--- src/hdl/hng_pkg.sv ---
// ----------------------------------------------------------------------------
// hng_pkg
// shared types and constants of the heightmap normal generator
// ----------------------------------------------------------------------------
package hng_pkg;

  localparam int unsigned HEIGHT_W        = 16;
  localparam int unsigned DIFF_W          = 17;
  localparam int unsigned MAG_W           = 16;
  localparam int unsigned NORM_W          = 16;
  localparam int unsigned NORM_Y_W        = 15;
  localparam int unsigned COORD_W         = 7;
  localparam int unsigned CFG_IDX_W       = 8;
  localparam int unsigned CFG_DATA_W      = 8;
  localparam int unsigned MAX_COLUMNS_DEF = 128;
  localparam int unsigned ROW_LIMIT       = 128;
  localparam int unsigned COL_LIMIT       = 128;
  localparam int unsigned GRID_RESET      = 128;
  localparam int unsigned ONE_Q8_8        = 256;

  typedef enum logic [CFG_IDX_W-1:0] {
    CFG_GRID_COLUMNS = 8'd0,
    CFG_GRID_ROWS    = 8'd1
  } cfg_reg_e;

  typedef struct packed {
    logic signed [NORM_W-1:0] x;
    logic [NORM_Y_W-1:0]      y;
    logic signed [NORM_W-1:0] z;
  } hng_normal_t;

endpackage

--- src/hdl/heightmap_normal_generator.sv ---
// ----------------------------------------------------------------------------
// heightmap_normal_generator
// forward-difference unit normals of a raster heightmap, previous row in a
// line store, one shared normalizing unit
// ----------------------------------------------------------------------------
// a sample passes S_RDC, S_RDR, S_CALC and S_DISPATCH; each normal then goes
//   through the unit (S_WAIT) and S_PUT, which waits for a free output register,
//   up to three normals per sample before the next sample is taken; the unit
//   squares dx and dz in turn, then runs one 15-step search per component
// reset: grid size 128 x 128, counters and previous height cleared; the line
//   store is not cleared, row 0 rewrites it before its contents are used
module heightmap_normal_generator
  import hng_pkg::*;
#(
  parameter int unsigned MaxColumns = MAX_COLUMNS_DEF
) (
  input  logic                       clk_i,
  input  logic                       rst_ni,
  input  logic                       in_valid_i,
  output logic                       in_ready_o,
  input  logic signed [HEIGHT_W-1:0] height_sample_i,
  output logic                       out_valid_o,
  input  logic                       out_ready_i,
  output logic signed [NORM_W-1:0]   normal_x_o,
  output logic [NORM_Y_W-1:0]        normal_y_o,
  output logic signed [NORM_W-1:0]   normal_z_o,
  output logic [COORD_W-1:0]         vertex_column_o,
  output logic [COORD_W-1:0]         vertex_row_o,
  output logic                       final_normal_o,
  input  logic                       cfg_valid_i,
  output logic                       cfg_ready_o,
  input  logic [CFG_IDX_W-1:0]       cfg_index_i,
  input  logic [CFG_DATA_W-1:0]      cfg_data_i
);

  localparam int unsigned AddrW    = (MaxColumns > 1) ? $clog2(MaxColumns) : 1;
  localparam int unsigned ColLimit = (MaxColumns < COL_LIMIT) ? MaxColumns : COL_LIMIT;

  typedef enum logic [2:0] {
    S_IDLE, S_RDC, S_RDR, S_CALC, S_DISPATCH, S_WAIT, S_PUT
  } state_e;
  typedef enum logic [1:0] {JOB_UP, JOB_LEFT, JOB_LAST, JOB_END} job_e;

  state_e                      state_q;
  job_e                        job_q;
  logic [CFG_DATA_W-1:0]       grid_columns_q, grid_rows_q;
  logic [COORD_W-1:0]          col_cnt_q, row_cnt_q;
  logic signed [HEIGHT_W-1:0]  prev_height_q;
  logic signed [HEIGHT_W-1:0]  h_q, prev_q, c_q, rt_q;
  logic [COORD_W-1:0]          i_q, r_q;
  logic                        last_col_q, last_row_q;
  logic [COORD_W-1:0]          tag_col_q, tag_row_q;
  logic                        tag_fin_q;
  logic                        out_valid_q;
  hng_normal_t                 out_q;
  logic [COORD_W-1:0]          out_col_q, out_row_q;
  logic                        out_fin_q;

  logic [7:0]                  cols_eff, rows_eff;
  logic [COORD_W-1:0]          cur_col, cur_row;
  logic                        cur_last_col, cur_last_row;
  logic                        in_fire, cfg_fire, put_fire;
  logic                        job_need, unit_start, unit_done;
  logic signed [DIFF_W-1:0]    op_dx, op_dz;
  logic [COORD_W-1:0]          job_col, job_row;
  hng_normal_t                 unit_normal;
  logic [AddrW-1:0]            ram_raddr;
  logic [HEIGHT_W-1:0]         ram_rdata;

  always_comb begin
    if (grid_columns_q < 8'd2) begin
      cols_eff = 8'd2;
    end else if (grid_columns_q > 8'(ColLimit)) begin
      cols_eff = 8'(ColLimit);
    end else begin
      cols_eff = grid_columns_q;
    end
    if (grid_rows_q < 8'd2) begin
      rows_eff = 8'd2;
    end else if (grid_rows_q > 8'(ROW_LIMIT)) begin
      rows_eff = 8'(ROW_LIMIT);
    end else begin
      rows_eff = grid_rows_q;
    end
  end

  assign cur_col      = ({1'b0, col_cnt_q} >= cols_eff) ? COORD_W'(cols_eff - 8'd1) : col_cnt_q;
  assign cur_row      = ({1'b0, row_cnt_q} >= rows_eff) ? COORD_W'(rows_eff - 8'd1) : row_cnt_q;
  assign cur_last_col = ({1'b0, cur_col} == (cols_eff - 8'd1));
  assign cur_last_row = ({1'b0, cur_row} == (rows_eff - 8'd1));

  assign cfg_ready_o = (state_q == S_IDLE);
  assign in_ready_o  = (state_q == S_IDLE) && !cfg_valid_i;
  assign in_fire     = in_valid_i && in_ready_o;
  assign cfg_fire    = cfg_valid_i && cfg_ready_o;
  assign put_fire    = (state_q == S_PUT) && (!out_valid_q || out_ready_i);

  always_comb begin
    job_need = 1'b0;
    op_dx    = '0;
    op_dz    = '0;
    job_col  = i_q;
    job_row  = r_q;
    unique case (job_q)
      JOB_UP: begin
        job_need = (r_q != '0);
        op_dx    = DIFF_W'(c_q) - DIFF_W'(last_col_q ? c_q : rt_q);
        op_dz    = DIFF_W'(c_q) - DIFF_W'(h_q);
        job_row  = r_q - COORD_W'(1);
      end
      JOB_LEFT: begin
        job_need = last_row_q && (i_q != '0);
        op_dx    = DIFF_W'(prev_q) - DIFF_W'(h_q);
        job_col  = i_q - COORD_W'(1);
      end
      JOB_LAST: begin
        job_need = last_row_q && last_col_q;
      end
      default: begin
        job_need = 1'b0;
      end
    endcase
  end

  assign unit_start = (state_q == S_DISPATCH) && job_need;
  assign ram_raddr  = (state_q == S_RDC) ? AddrW'(i_q) : AddrW'({1'b0, i_q} + 8'd1);

  hng_ram #(
    .Width (HEIGHT_W),
    .Depth (MaxColumns)
  ) u_row_store (
    .clk_i   (clk_i),
    .we_i    (state_q == S_CALC),
    .waddr_i (AddrW'(i_q)),
    .wdata_i (h_q),
    .raddr_i (ram_raddr),
    .rdata_o (ram_rdata)
  );

  hng_norm_unit u_norm (
    .clk_i    (clk_i),
    .rst_ni   (rst_ni),
    .start_i  (unit_start),
    .dx_i     (op_dx),
    .dz_i     (op_dz),
    .done_o   (unit_done),
    .normal_o (unit_normal)
  );

  always_ff @(posedge clk_i or negedge rst_ni) begin
    if (!rst_ni) begin
      state_q        <= S_IDLE;
      job_q          <= JOB_UP;
      grid_columns_q <= CFG_DATA_W'(GRID_RESET);
      grid_rows_q    <= CFG_DATA_W'(GRID_RESET);
      col_cnt_q      <= '0;
      row_cnt_q      <= '0;
      prev_height_q  <= '0;
      h_q            <= '0;
      prev_q         <= '0;
      c_q            <= '0;
      rt_q           <= '0;
      i_q            <= '0;
      r_q            <= '0;
      last_col_q     <= 1'b0;
      last_row_q     <= 1'b0;
      tag_col_q      <= '0;
      tag_row_q      <= '0;
      tag_fin_q      <= 1'b0;
      out_valid_q    <= 1'b0;
      out_q          <= '0;
      out_col_q      <= '0;
      out_row_q      <= '0;
      out_fin_q      <= 1'b0;
    end else begin
      if (put_fire) begin
        out_valid_q <= 1'b1;
      end else if (out_valid_q && out_ready_i) begin
        out_valid_q <= 1'b0;
      end
      if (cfg_fire) begin
        if (cfg_index_i == CFG_GRID_COLUMNS) begin
          grid_columns_q <= cfg_data_i;
          col_cnt_q      <= '0;
          row_cnt_q      <= '0;
        end else if (cfg_index_i == CFG_GRID_ROWS) begin
          grid_rows_q <= cfg_data_i;
          col_cnt_q   <= '0;
          row_cnt_q   <= '0;
        end
      end
      unique case (state_q)
        S_IDLE: begin
          if (in_fire) begin
            h_q           <= height_sample_i;
            prev_q        <= prev_height_q;
            i_q           <= cur_col;
            r_q           <= cur_row;
            last_col_q    <= cur_last_col;
            last_row_q    <= cur_last_row;
            prev_height_q <= height_sample_i;
            if (cur_last_col) begin
              col_cnt_q <= '0;
              row_cnt_q <= cur_last_row ? '0 : cur_row + COORD_W'(1);
            end else begin
              col_cnt_q <= cur_col + COORD_W'(1);
              row_cnt_q <= cur_row;
            end
            state_q <= S_RDC;
          end
        end
        S_RDC: begin
          state_q <= S_RDR;
        end
        S_RDR: begin
          c_q     <= ram_rdata;
          state_q <= S_CALC;
        end
        S_CALC: begin
          rt_q    <= ram_rdata;
          job_q   <= JOB_UP;
          state_q <= S_DISPATCH;
        end
        S_DISPATCH: begin
          unique case (job_q)
            JOB_UP:   job_q <= JOB_LEFT;
            JOB_LEFT: job_q <= JOB_LAST;
            default:  job_q <= JOB_END;
          endcase
          if (job_q == JOB_END) begin
            state_q <= S_IDLE;
          end else if (job_need) begin
            tag_col_q <= job_col;
            tag_row_q <= job_row;
            tag_fin_q <= (job_q == JOB_LAST);
            state_q   <= S_WAIT;
          end
        end
        S_WAIT: begin
          if (unit_done) begin
            state_q <= S_PUT;
          end
        end
        S_PUT: begin
          if (put_fire) begin
            out_q     <= unit_normal;
            out_col_q <= tag_col_q;
            out_row_q <= tag_row_q;
            out_fin_q <= tag_fin_q;
            state_q   <= S_DISPATCH;
          end
        end
        default: state_q <= S_IDLE;
      endcase
    end
  end

  assign out_valid_o     = out_valid_q;
  assign normal_x_o      = out_q.x;
  assign normal_y_o      = out_q.y;
  assign normal_z_o      = out_q.z;
  assign vertex_column_o = out_col_q;
  assign vertex_row_o    = out_row_q;
  assign final_normal_o  = out_fin_q;

endmodule

--- src/hdl/hng_ram.sv ---
// ----------------------------------------------------------------------------
// hng_ram
// generic simple dual port ram, one write port, one registered read port
// ----------------------------------------------------------------------------
module hng_ram #(
  parameter int unsigned Width = 16,
  parameter int unsigned Depth = 128,
  localparam int unsigned AddrW = (Depth > 1) ? $clog2(Depth) : 1
) (
  input  logic                     clk_i,
  input  logic                     we_i,
  input  logic [AddrW-1:0]         waddr_i,
  input  logic [Width-1:0]         wdata_i,
  input  logic [AddrW-1:0]         raddr_i,
  output logic [Width-1:0]         rdata_o
);

  logic [Width-1:0] mem_q [Depth];

  always_ff @(posedge clk_i) begin
    if (we_i) begin
      mem_q[waddr_i] <= wdata_i;
    end
    rdata_o <= mem_q[raddr_i];
  end

endmodule

--- src/hdl/hng_norm_unit.sv ---
// ----------------------------------------------------------------------------
// hng_norm_unit
// normalizes (dx, 1, dz) to q1.14 components, bit-serial rounded search
// with one shared squarer and one three-input accumulate per step
// ----------------------------------------------------------------------------
module hng_norm_unit
  import hng_pkg::*;
(
  input  logic                     clk_i,
  input  logic                     rst_ni,
  input  logic                     start_i,
  input  logic signed [DIFF_W-1:0] dx_i,
  input  logic signed [DIFF_W-1:0] dz_i,
  output logic                     done_o,
  output hng_normal_t              normal_o
);

  typedef enum logic [2:0] {ST_IDLE, ST_SQX, ST_SQZ, ST_SETUP, ST_ITER} state_e;
  typedef enum logic [1:0] {COMP_X, COMP_Y, COMP_Z} comp_e;

  function automatic logic [MAG_W-1:0] mag_f(logic signed [DIFF_W-1:0] v);
    logic signed [DIFF_W-1:0] a;
    a = v[DIFF_W-1] ? -v : v;
    return a[MAG_W-1:0];
  endfunction

  state_e                    state_q;
  comp_e                     comp_q;
  logic signed [DIFF_W-1:0]  dx_q, dz_q;
  logic [31:0]               sx_q;
  logic [33:0]               s_q;
  logic [61:0]               r_q;
  logic [61:0]               x_q;
  logic [67:0]               p_q;
  logic [63:0]               q2_q;
  logic [NORM_Y_W-1:0]       qv_q;
  logic [NORM_Y_W-1:0]       bit_q;
  logic                      done_q;
  hng_normal_t               res_q;

  logic signed [DIFF_W-1:0]  comp_val;
  logic [MAG_W-1:0]          mul_a;
  logic [31:0]               prod;
  logic [67:0]               trial;
  logic                      fits;
  logic [67:0]               p_sel;
  logic [67:0]               p_next;
  logic [NORM_Y_W-1:0]       q_fin;
  logic [NORM_W-1:0]         q_signed;

  always_comb begin
    unique case (comp_q)
      COMP_X:  comp_val = dx_q;
      COMP_Y:  comp_val = DIFF_W'(ONE_Q8_8);
      COMP_Z:  comp_val = dz_q;
      default: comp_val = '0;
    endcase
  end

  always_comb begin
    unique case (state_q)
      ST_SQX:  mul_a = mag_f(dx_q);
      ST_SQZ:  mul_a = mag_f(dz_q);
      default: mul_a = mag_f(comp_val);
    endcase
  end

  assign prod   = mul_a * mul_a;
  // candidate (2t-1)^2 * s from the running terms
  assign trial  = {6'b0, x_q} + p_q + {4'b0, q2_q};
  assign fits   = !qv_q[NORM_Y_W-1] && (trial <= {6'b0, r_q});
  assign p_sel  = fits ? (p_q + {3'b0, q2_q, 1'b0}) : p_q;
  assign p_next = 68'($signed(p_sel) >>> 1);
  assign q_fin  = fits ? (qv_q | bit_q) : qv_q;
  assign q_signed = comp_val[DIFF_W-1] ? (NORM_W'(0) - {1'b0, q_fin}) : {1'b0, q_fin};

  always_ff @(posedge clk_i or negedge rst_ni) begin
    if (!rst_ni) begin
      state_q <= ST_IDLE;
      comp_q  <= COMP_X;
      done_q  <= 1'b0;
      dx_q    <= '0;
      dz_q    <= '0;
      sx_q    <= '0;
      s_q     <= '0;
      r_q     <= '0;
      x_q     <= '0;
      p_q     <= '0;
      q2_q    <= '0;
      qv_q    <= '0;
      bit_q   <= '0;
      res_q   <= '0;
    end else begin
      done_q <= 1'b0;
      unique case (state_q)
        ST_IDLE: begin
          if (start_i) begin
            dx_q    <= dx_i;
            dz_q    <= dz_i;
            state_q <= ST_SQX;
          end
        end
        ST_SQX: begin
          sx_q    <= prod;
          state_q <= ST_SQZ;
        end
        ST_SQZ: begin
          s_q     <= {2'b0, sx_q} + 34'(ONE_Q8_8 * ONE_Q8_8) + {2'b0, prod};
          comp_q  <= COMP_X;
          state_q <= ST_SETUP;
        end
        ST_SETUP: begin
          r_q     <= {prod, 30'b0};
          x_q     <= {28'b0, s_q};
          p_q     <= 68'd0 - {18'b0, s_q, 16'b0};
          q2_q    <= {s_q, 30'b0};
          qv_q    <= '0;
          bit_q   <= {1'b1, {(NORM_Y_W-1){1'b0}}};
          state_q <= ST_ITER;
        end
        ST_ITER: begin
          if (fits) begin
            x_q <= trial[61:0];
          end
          p_q   <= p_next;
          q2_q  <= q2_q >> 2;
          qv_q  <= q_fin;
          bit_q <= bit_q >> 1;
          if (bit_q[0]) begin
            unique case (comp_q)
              COMP_X: begin
                res_q.x <= q_signed;
                comp_q  <= COMP_Y;
                state_q <= ST_SETUP;
              end
              COMP_Y: begin
                res_q.y <= q_fin;
                comp_q  <= COMP_Z;
                state_q <= ST_SETUP;
              end
              default: begin
                res_q.z <= q_signed;
                done_q  <= 1'b1;
                state_q <= ST_IDLE;
              end
            endcase
          end
        end
        default: state_q <= ST_IDLE;
      endcase
    end
  end

  assign done_o   = done_q;
  assign normal_o = res_q;

endmodule
--- config.mk ---
export PLATFORM = sky130hd
export DESIGN_NAME = heightmap_normal_generator
export DESIGN_NICKNAME = d
export VERILOG_FILES = /design/src/hdl/hng_pkg.sv /design/src/hdl/heightmap_normal_generator.sv /design/src/hdl/hng_ram.sv /design/src/hdl/hng_norm_unit.sv
export SDC_FILE = /design/constraint.sdc
export NUM_CORES = 2
export LEC_CHECK = 0
export ABC_AREA = 0
export BUFFER_PORTS_ARGS = -buffer_cell sky130_fd_sc_hd__buf_4
export CELL_PAD_IN_SITES_DETAIL_PLACEMENT = 0
export CELL_PAD_IN_SITES_GLOBAL_PLACEMENT = 2
export CORE_AREA = 2 2 622 439
export DETAILED_ROUTE_END_ITERATION = 12
export DIE_AREA = 0 0 624 441
export HOLD_SLACK_MARGIN = 0.06
export PLACE_DENSITY = 0.84
export SETUP_SLACK_MARGIN = 0.1
export SYNTH_ARGS = -nofsm -noshare
export SYNTH_HDL_FRONTEND = slang
export SYNTH_SLANG_ARGS = --single-unit
--- constraint.sdc ---
create_clock -name clk_i -period 11.4 [get_ports clk_i]
set_input_delay 2.28 -clock clk_i [delete_from_list [all_inputs] [get_ports clk_i]]
set_output_delay 2.28 -clock clk_i [all_outputs]
set_load 0.005 [all_outputs]
== After elaboration in Yosys (flattened, before gate mapping) ==
Memory sizes are Yosys's and may differ from the RTL's. A register that Yosys moved wholly into a read port is not among the register bits.
Index checks and enable logic that the tools add are counted.

* RAM bits: 2048
* Memories kept: 1
* Logic and storage cells: 199
* Bits in registers: 602

{| class="wikitable"
|+ Memories
! memory !! depth !! bits a word !! rd ports !! clocked after Yosys merged registers in !! write ports !! RTL line !! text
|-
| u_row_store.mem_q || 128 || 16 || 1 || 1 || 1 || hng_ram.sv:18 || <nowiki>logic [Width-1:0] mem_q [Depth];</nowiki>
|}

* Bitwise operators: 4
* $mul: 1
* Reduce and logical (&&, ||, !) cells: 38
* Multiplexer cells: 62
* Add/subtract/negate cells: 20
* Order comparisons: 7
* Eq/ne operators: 26

{| class="wikitable"
|+ Operator list
! operator !! count
|-
| $pmux 68 s2 || 1
|-
| $pmux 64 s2 || 1
|-
| $mux 7 || 18
|-
| $pmux 62 s2 || 1
|-
| $add 62x68->68 || 1
|-
| $add 68x64->68 || 1
|-
| $add 68x65->68 || 1
|-
| $le 68x62->1 || 1
|-
| $mux 68 || 1
|-
| $mux 16 || 4
|-
| $mux 62 || 1
|-
| $pmux 15 s2 || 2
|-
| $pmux 17 s3 || 1
|-
| $sub 1x50->51 const A || 1
|-
| $neg 16->16 || 3
|-
| $add 34x32->34 || 1
|-
| $mux 17 || 2
|-
| $pmux 17 s2 || 1
|-
| $sub 16x16->17 || 2
|-
| $add 32x17->33 const B || 1
|-
| $mul 16x16->32 || 1
|-
| $mux 8 || 4
|-
| $pmux 16 s2 || 1
|-
| $add 7x1->7 const B || 3
|-
| other kinds (39) || 104
|}

== Depth between registers and ports, before layout ==
* Word-level depth: 10
* Gate-level depth with buffers: 49

== Hierarchy ==
Synthesis repeated with hierarchy kept, for this count alone.

* Cells, all modules: 8549
* Area, all modules: 126913.0 µm²

{| class="wikitable"
|+ Modules (own cells, without submodules)
! module !! cells each !! times used !! area an instance (µm²) !! sequential area each (µm²)
|-
| hng_ram || 3086 || 1 || 78522.8 || 61819.3
|-
| hng_norm_unit || 4290 || 1 || 36991.7 || 10159.7
|-
| heightmap_normal_generator || 1173 || 1 || 11398.4 || 4832.1
|}

== Worst setup path after synthesis ==
No wires, ideal clock.

* Path type: register to register
* Start point: reg u_norm.comp_q[1]
* End point: reg u_norm.s_q[30]
* Setup slack: 1.193 ns
* Path buffers: 2
* Data arrival time: 10.074 ns
* Cell stages (with the launch flop): 42
* Clock period less this slack: 10.207 ns
* Path through: dfrtp_1 -> clkbuf_1 -> clkbuf_1 -> a21oi_1 -> or3_1 -> o31ai_1 -> xnor2_1 -> a211oi_1 -> clkinv_1 -> nand2_1 -> inv_1 -> fa_1 -> inv_1 -> fa_1 -> inv_1 -> fa_1 -> fa_1 -> fa_1 -> [6 not listed] -> and3_1 -> a221oi_1 -> a21oi_1 -> xnor2_1 -> inv_1 -> ha_1 -> a21oi_1 -> o21ai_0 -> a21oi_1 -> a21boi_0 -> a21oi_1 -> nor3b_1 -> a21oi_1 -> o21a_1 -> nor2_1 -> o21bai_1 -> xnor2_1 -> o21ai_0

* Cells in the longest elaborated chain, start to end: 7
* Elaborated cells on any way between the ends: 9
* Classes of those cells: 2 x add/sub; 1 x mul; 2 x eq/ne; 3 x mux; 1 x reduce/logical

{| class="wikitable"
|+ Ends and longest elaborated chain
! item !! RTL line !! text
|-
| from (decl) || hng_norm_unit.sv:28 || <nowiki>comp_e comp_q;</nowiki>
|-
| from (signal assigned) || hng_norm_unit.sv:80 || <nowiki>comp_q <= COMP_X;</nowiki>
|-
| from (signal assigned) || hng_norm_unit.sv:109 || <nowiki>comp_q <= COMP_X;</nowiki>
|-
| from (signal assigned) || hng_norm_unit.sv:133 || <nowiki>comp_q <= COMP_Y;</nowiki>
|-
| $eq 2x2->1 (tied with other cells) || hng_norm_unit.sv:52 || <nowiki>unique case (comp_q)</nowiki>
|-
| $pmux 17 s3 * || hng_norm_unit.sv:52 ||
|-
| $neg 16->16 || hng_norm_unit.sv:23 || <nowiki>a = v[DIFF_W-1] ? -v : v;</nowiki>
|-
| $mux 16 * || hng_norm_unit.sv:23 ||
|-
| $pmux 16 s2 * || hng_norm_unit.sv:61 || <nowiki>unique case (state_q)</nowiki>
|-
| $mul 16x16->32 * || hng_norm_unit.sv:68 || <nowiki>assign prod = mul_a * mul_a;</nowiki>
|-
| via u_norm.prod[22] || hng_norm_unit.sv:43 || <nowiki>logic [31:0] prod;</nowiki>
|-
| $add 34x32->34 * || hng_norm_unit.sv:108 || <nowiki>s_q <= {2'b0, sx_q} + 34'(ONE_Q8_8 * ONE_Q8_8) + {2'b0, prod};</nowiki>
|-
| to (signal assigned) || hng_norm_unit.sv:108 ||
|-
| to (decl) || hng_norm_unit.sv:31 || <nowiki>logic [33:0] s_q;</nowiki>
|}

Mark *: on every way through the listed nets, which the timed path passes. The rest lies on a longest branch.
A chain may end at the register's enable or synchronous reset.

== Worst setup path after layout ==
* Start point: reg u_norm.q2_q[23]
* End point: reg u_norm.res_q (netlist bit u_norm.normal_o[41])

* Cells in the longest elaborated chain, start to end: 6

{| class="wikitable"
|+ Ends and longest elaborated chain
! item !! RTL line !! text
|-
| from (decl) || hng_norm_unit.sv:35 || <nowiki>logic [63:0] q2_q;</nowiki>
|-
| from (signal assigned) || hng_norm_unit.sv:116 || <nowiki>q2_q <= {s_q, 30'b0};</nowiki>
|-
| from (signal assigned) || hng_norm_unit.sv:126 || <nowiki>q2_q <= q2_q >> 2;</nowiki>
|-
| $add 68x64->68 * || hng_norm_unit.sv:70 || <nowiki>assign trial = {6'b0, x_q} + p_q + {4'b0, q2_q};</nowiki>
|-
| $le 68x62->1 * || hng_norm_unit.sv:71 || <nowiki>assign fits = !qv_q[NORM_Y_W-1] && (trial <= {6'b0, r_q});</nowiki>
|-
| $logic_and 1x1->1 * || hng_norm_unit.sv:71 ||
|-
| $mux 15 * || hng_norm_unit.sv:74 || <nowiki>assign q_fin = fits ? (qv_q | bit_q) : qv_q;</nowiki>
|-
| $sub 1x15->16 || hng_norm_unit.sv:75 || <nowiki>assign q_signed = comp_val[DIFF_W-1] ? (NORM_W'(0) - {1'b0, q_fin}) : {1'b0, q_fin};</nowiki>
|-
| $mux 16 * || hng_norm_unit.sv:75 ||
|-
| to (decl) || hng_norm_unit.sv:39 || <nowiki>hng_normal_t res_q;</nowiki>
|}

Mark *: on every way between the ends. The rest lies on a longest branch, timed or not.

==> out/qor.csv <==
metric,value,unit
grt_max_degree,156,
avgSynthCellArea,14.9,sq um
start_kind,flop,
synth_seq_cells,2663,
die_y,441,um
clock_latency,0.89,ns
place.gp.congestion,0.917,
cp_max_fo,7,
rsz0062_at_grt,true,
synth_edf_count,2048,
yosysWarnings,0,
die_x,624,um
wirelength,361000,um
instances_no_fill,12519,
reg2reg_depth,40,
grtUsageTotal,26.3,%
root_buffer,clkbuf_16,
cpMostUsedCell,or3_1,
fin_util,52.3,%
synth_top_flop_cell,edfxtp_1,
end_kind,flop,
grt_antenna_before_repair,31,
ant_nets,0,
clock-sinks,2663,
io_pins,102,
synthCells,8474,
grt_pass1_vias,75110,
cts_buffers,270,
cp.arrival,11.68,ns
ff2ff_setup_slack,0.47,ns
ys_types,92,
synthArstFlopShare,22.5,%
synth.net_count,9111,
syn_area,126000,sq um
required,12.15,ns
syn2layout_area_growth,11.9,%
dieArea,275000,sq um
drc,0,
finalNetCount,9374,
drive_above_1_share,18.8,%
clk_path_buf_depth,4,
rows,160,
maxSlewViolCount,0,
seq_area_frac_synth,61.0,%
crit_slowest_cell,or4b_4,
dr.pass1.iters,6,
drt_iter0_drc,9454,
initial_core_util,46.7,%
cts_hold_buffers,0,
grt_pass1_wl,528000,um
hold_viol,0,
status,"finished, final reports clean",
worst_slew_pin_slew,1.33,ns
whs_path_depth,2,
cap_violations,0,
period_needed,10.93,ns
core_area,270000,sq um
vias,76121,
io_buffers,101,
n_fill_cell,21663,
setup_viol,0,
cts.clk_slew.worst_paths,0.07,ns
slew_headroom,11.0,%
fin_worst_skew,0.0649,ns
cts_tree,yes,
h-tree-depth,5,
viasPerCell,6.08,
crit_type,flop to flop,
hp-class,flop to flop,
dp_hpwl,238000,um
grt.overflow.total,0,
dp_cells,12025,
worst_hold_slack,0.434,ns
fmax,91.5,MHz
critPathMaxStageDelay,0.57,ns
wire_per_inst,28.8,um
fin_crit_sh,95.9,%
critical path: cells and delay by family (launching register included):
| family | cells | cell delay, ns |
|---|---|---|
| compound gates | 18 | 4.48 |
| simple gates | 15 | 3.96 |
| fa+ha+maj | 4 | 1.56 |
| flops | 1 | 0.45 |
| buf+inv | 2 | 0.22 |
| xor+xnor | 1 | 0.14 |
Yosys cell counts, types with 11 or more instances:
library cell	count	area [sq um]
edfxtp_1	2048	61500
nand2_1	809	3040
mux4_2	672	15100
dfrtp_1	597	14900
nor2_1	502	1880
inv_1	402	1510
o21ai_0	400	2000
ha_1	372	4650
a21oi_1	313	1570
clkbuf_1	308	1160
fa_1	228	4560
xnor2_1	187	1640
xor2_1	158	1380
a21o_1	141	1060
mux2_2	119	1340
nand3_1	116	581
nor3_1	96	480
buf_1	69	259
a31oi_1	67	419
a22o_1	56	490
mux2i_1	55	551
nand2b_1	52	325
a211oi_1	46	345
nor2b_1	46	288
o31ai_1	41	308
a22oi_1	38	285
o21bai_1	37	278
nand4_1	35	219
o21a_1	31	233
o22ai_1	29	181
or3_1	28	175
nor4_1	27	169
and3_1	26	163
a221oi_1	24	210
or2_2	22	138
and2_1	20	125
o211ai_1	19	143
buf_2	18	90.1
dfxtp_1	16	320
a21boi_0	15	113
o41ai_1	13	114
or4_1	13	97.6
a211o_1	11	96.3
nor3b_1	11	82.6
o21ai_1	11	55.1
metrics by stage:
stage | worst slack, ns | setup TNS, ns | cell area (sq um)
finish | 0.472 | 0 | 141000
global placement | 0.193 | 0 | 132000
global route | -0.00470 | -0.00470 | 141000
floorplan | 1.19 | 0 | 126000
CTS | 0.177 | 0 | 141000
detailed placement | 0.244 | 0 | 132000
kinds of logic after synthesis:
group	Yosys count	share of synthesized area [%]
buffers and inverters	807	2.44
XOR/XNOR	345	2.40
AND/OR/NAND/NOR	1829	6.35
multiplexers	846	13.5
flip-flops	2663	61.0
AO/OA/AOI/OAI	1384	6.97
adder cells (fa/ha/maj)	600	7.32
sequential cells by signal, summed over array words and instances (netlist names), 8 cells and up:
name and flops:
c_q 16, grid_columns_q 8, grid_rows_q 8, h_q 16, normal_x_o 16, normal_y_o 15, normal_z_o 16, prev_q 16
rt_q 16, u_norm.bit_q 15, u_norm.dx_q 17, u_norm.dz_q 17, u_norm.normal_o 47, u_norm.p_q 67, u_norm.q2_q 64, u_norm.qv_q 15
u_norm.r_q 31, u_norm.s_q 34, u_norm.sx_q 31, u_norm.x_q 62, u_row_store.mem_q 2048, u_row_store.rdata_o 16
cell usage in the layout, fill, tap and decap left out, types with 56 or more instances in the layout:
cell	count
a21o_1	141
a21oi_1	309
a22o_1	56
a31oi_1	67
buf_4	381
clkbuf_16	279
dfrtp_1	580
edfxtp_1	2048
fa_1	228
ha_1	372
inv_1	401
mux2_2	119
mux4_2	672
nand2_1	804
nand3_1	112
nor2_1	487
nor3_1	94
o21ai_0	399
xnor2_1	185
xor2_1	154
final timing paths:
path,end,from
setup / recovery,u_norm.normal_o[41],u_norm.q2_q[23]
hold / removal,rt_q[3],u_row_store.rdata_o[3]
setup reg to reg,u_norm.normal_o[41],u_norm.q2_q[23]
hold reg to reg,rt_q[3],u_row_store.rdata_o[3]
max in group asynchronous,u_norm.q2_q[7],rst_ni
min in group asynchronous,u_norm.q2_q[56],rst_ni
routing by layer:
layer | global-route usage (%) | up-vias | part of all wire (%)
met3 | 10.1 | 481 | 13
li1 | - | 32693 | -
met5 | 0.484 | - | 0.061
met2 | 35.2 | 3691 | 41
met1 | 39.9 | 39248 | 44
met4 | 6.76 | 8 | 2.5
layout make-up:
cell class	count	area, sq um	area share (%)
sequential	2663	76900	54.5
multi-input combinational	5004	46300	32.9
clock buffer	335	7340	5.21
tap	3564	4460	3.16
timing repair buffer	390	3040	2.15
inverter	408	1530	1.09
clock inverter	134	1300	0.925
antenna	21	52.6	0.0373
repair_timing:
| action | 4_1_cts | 5_1_grt |
|---|---|---|
| buffers inserted | 0 | 4 |
| gates resized for setup | 0 | 11 |
| endpoints found under the setup margin | 0 | 16 |
Power is not shown: default switching activity piles up to over one toggle a cycle in this logic, so the estimate is an artifact.
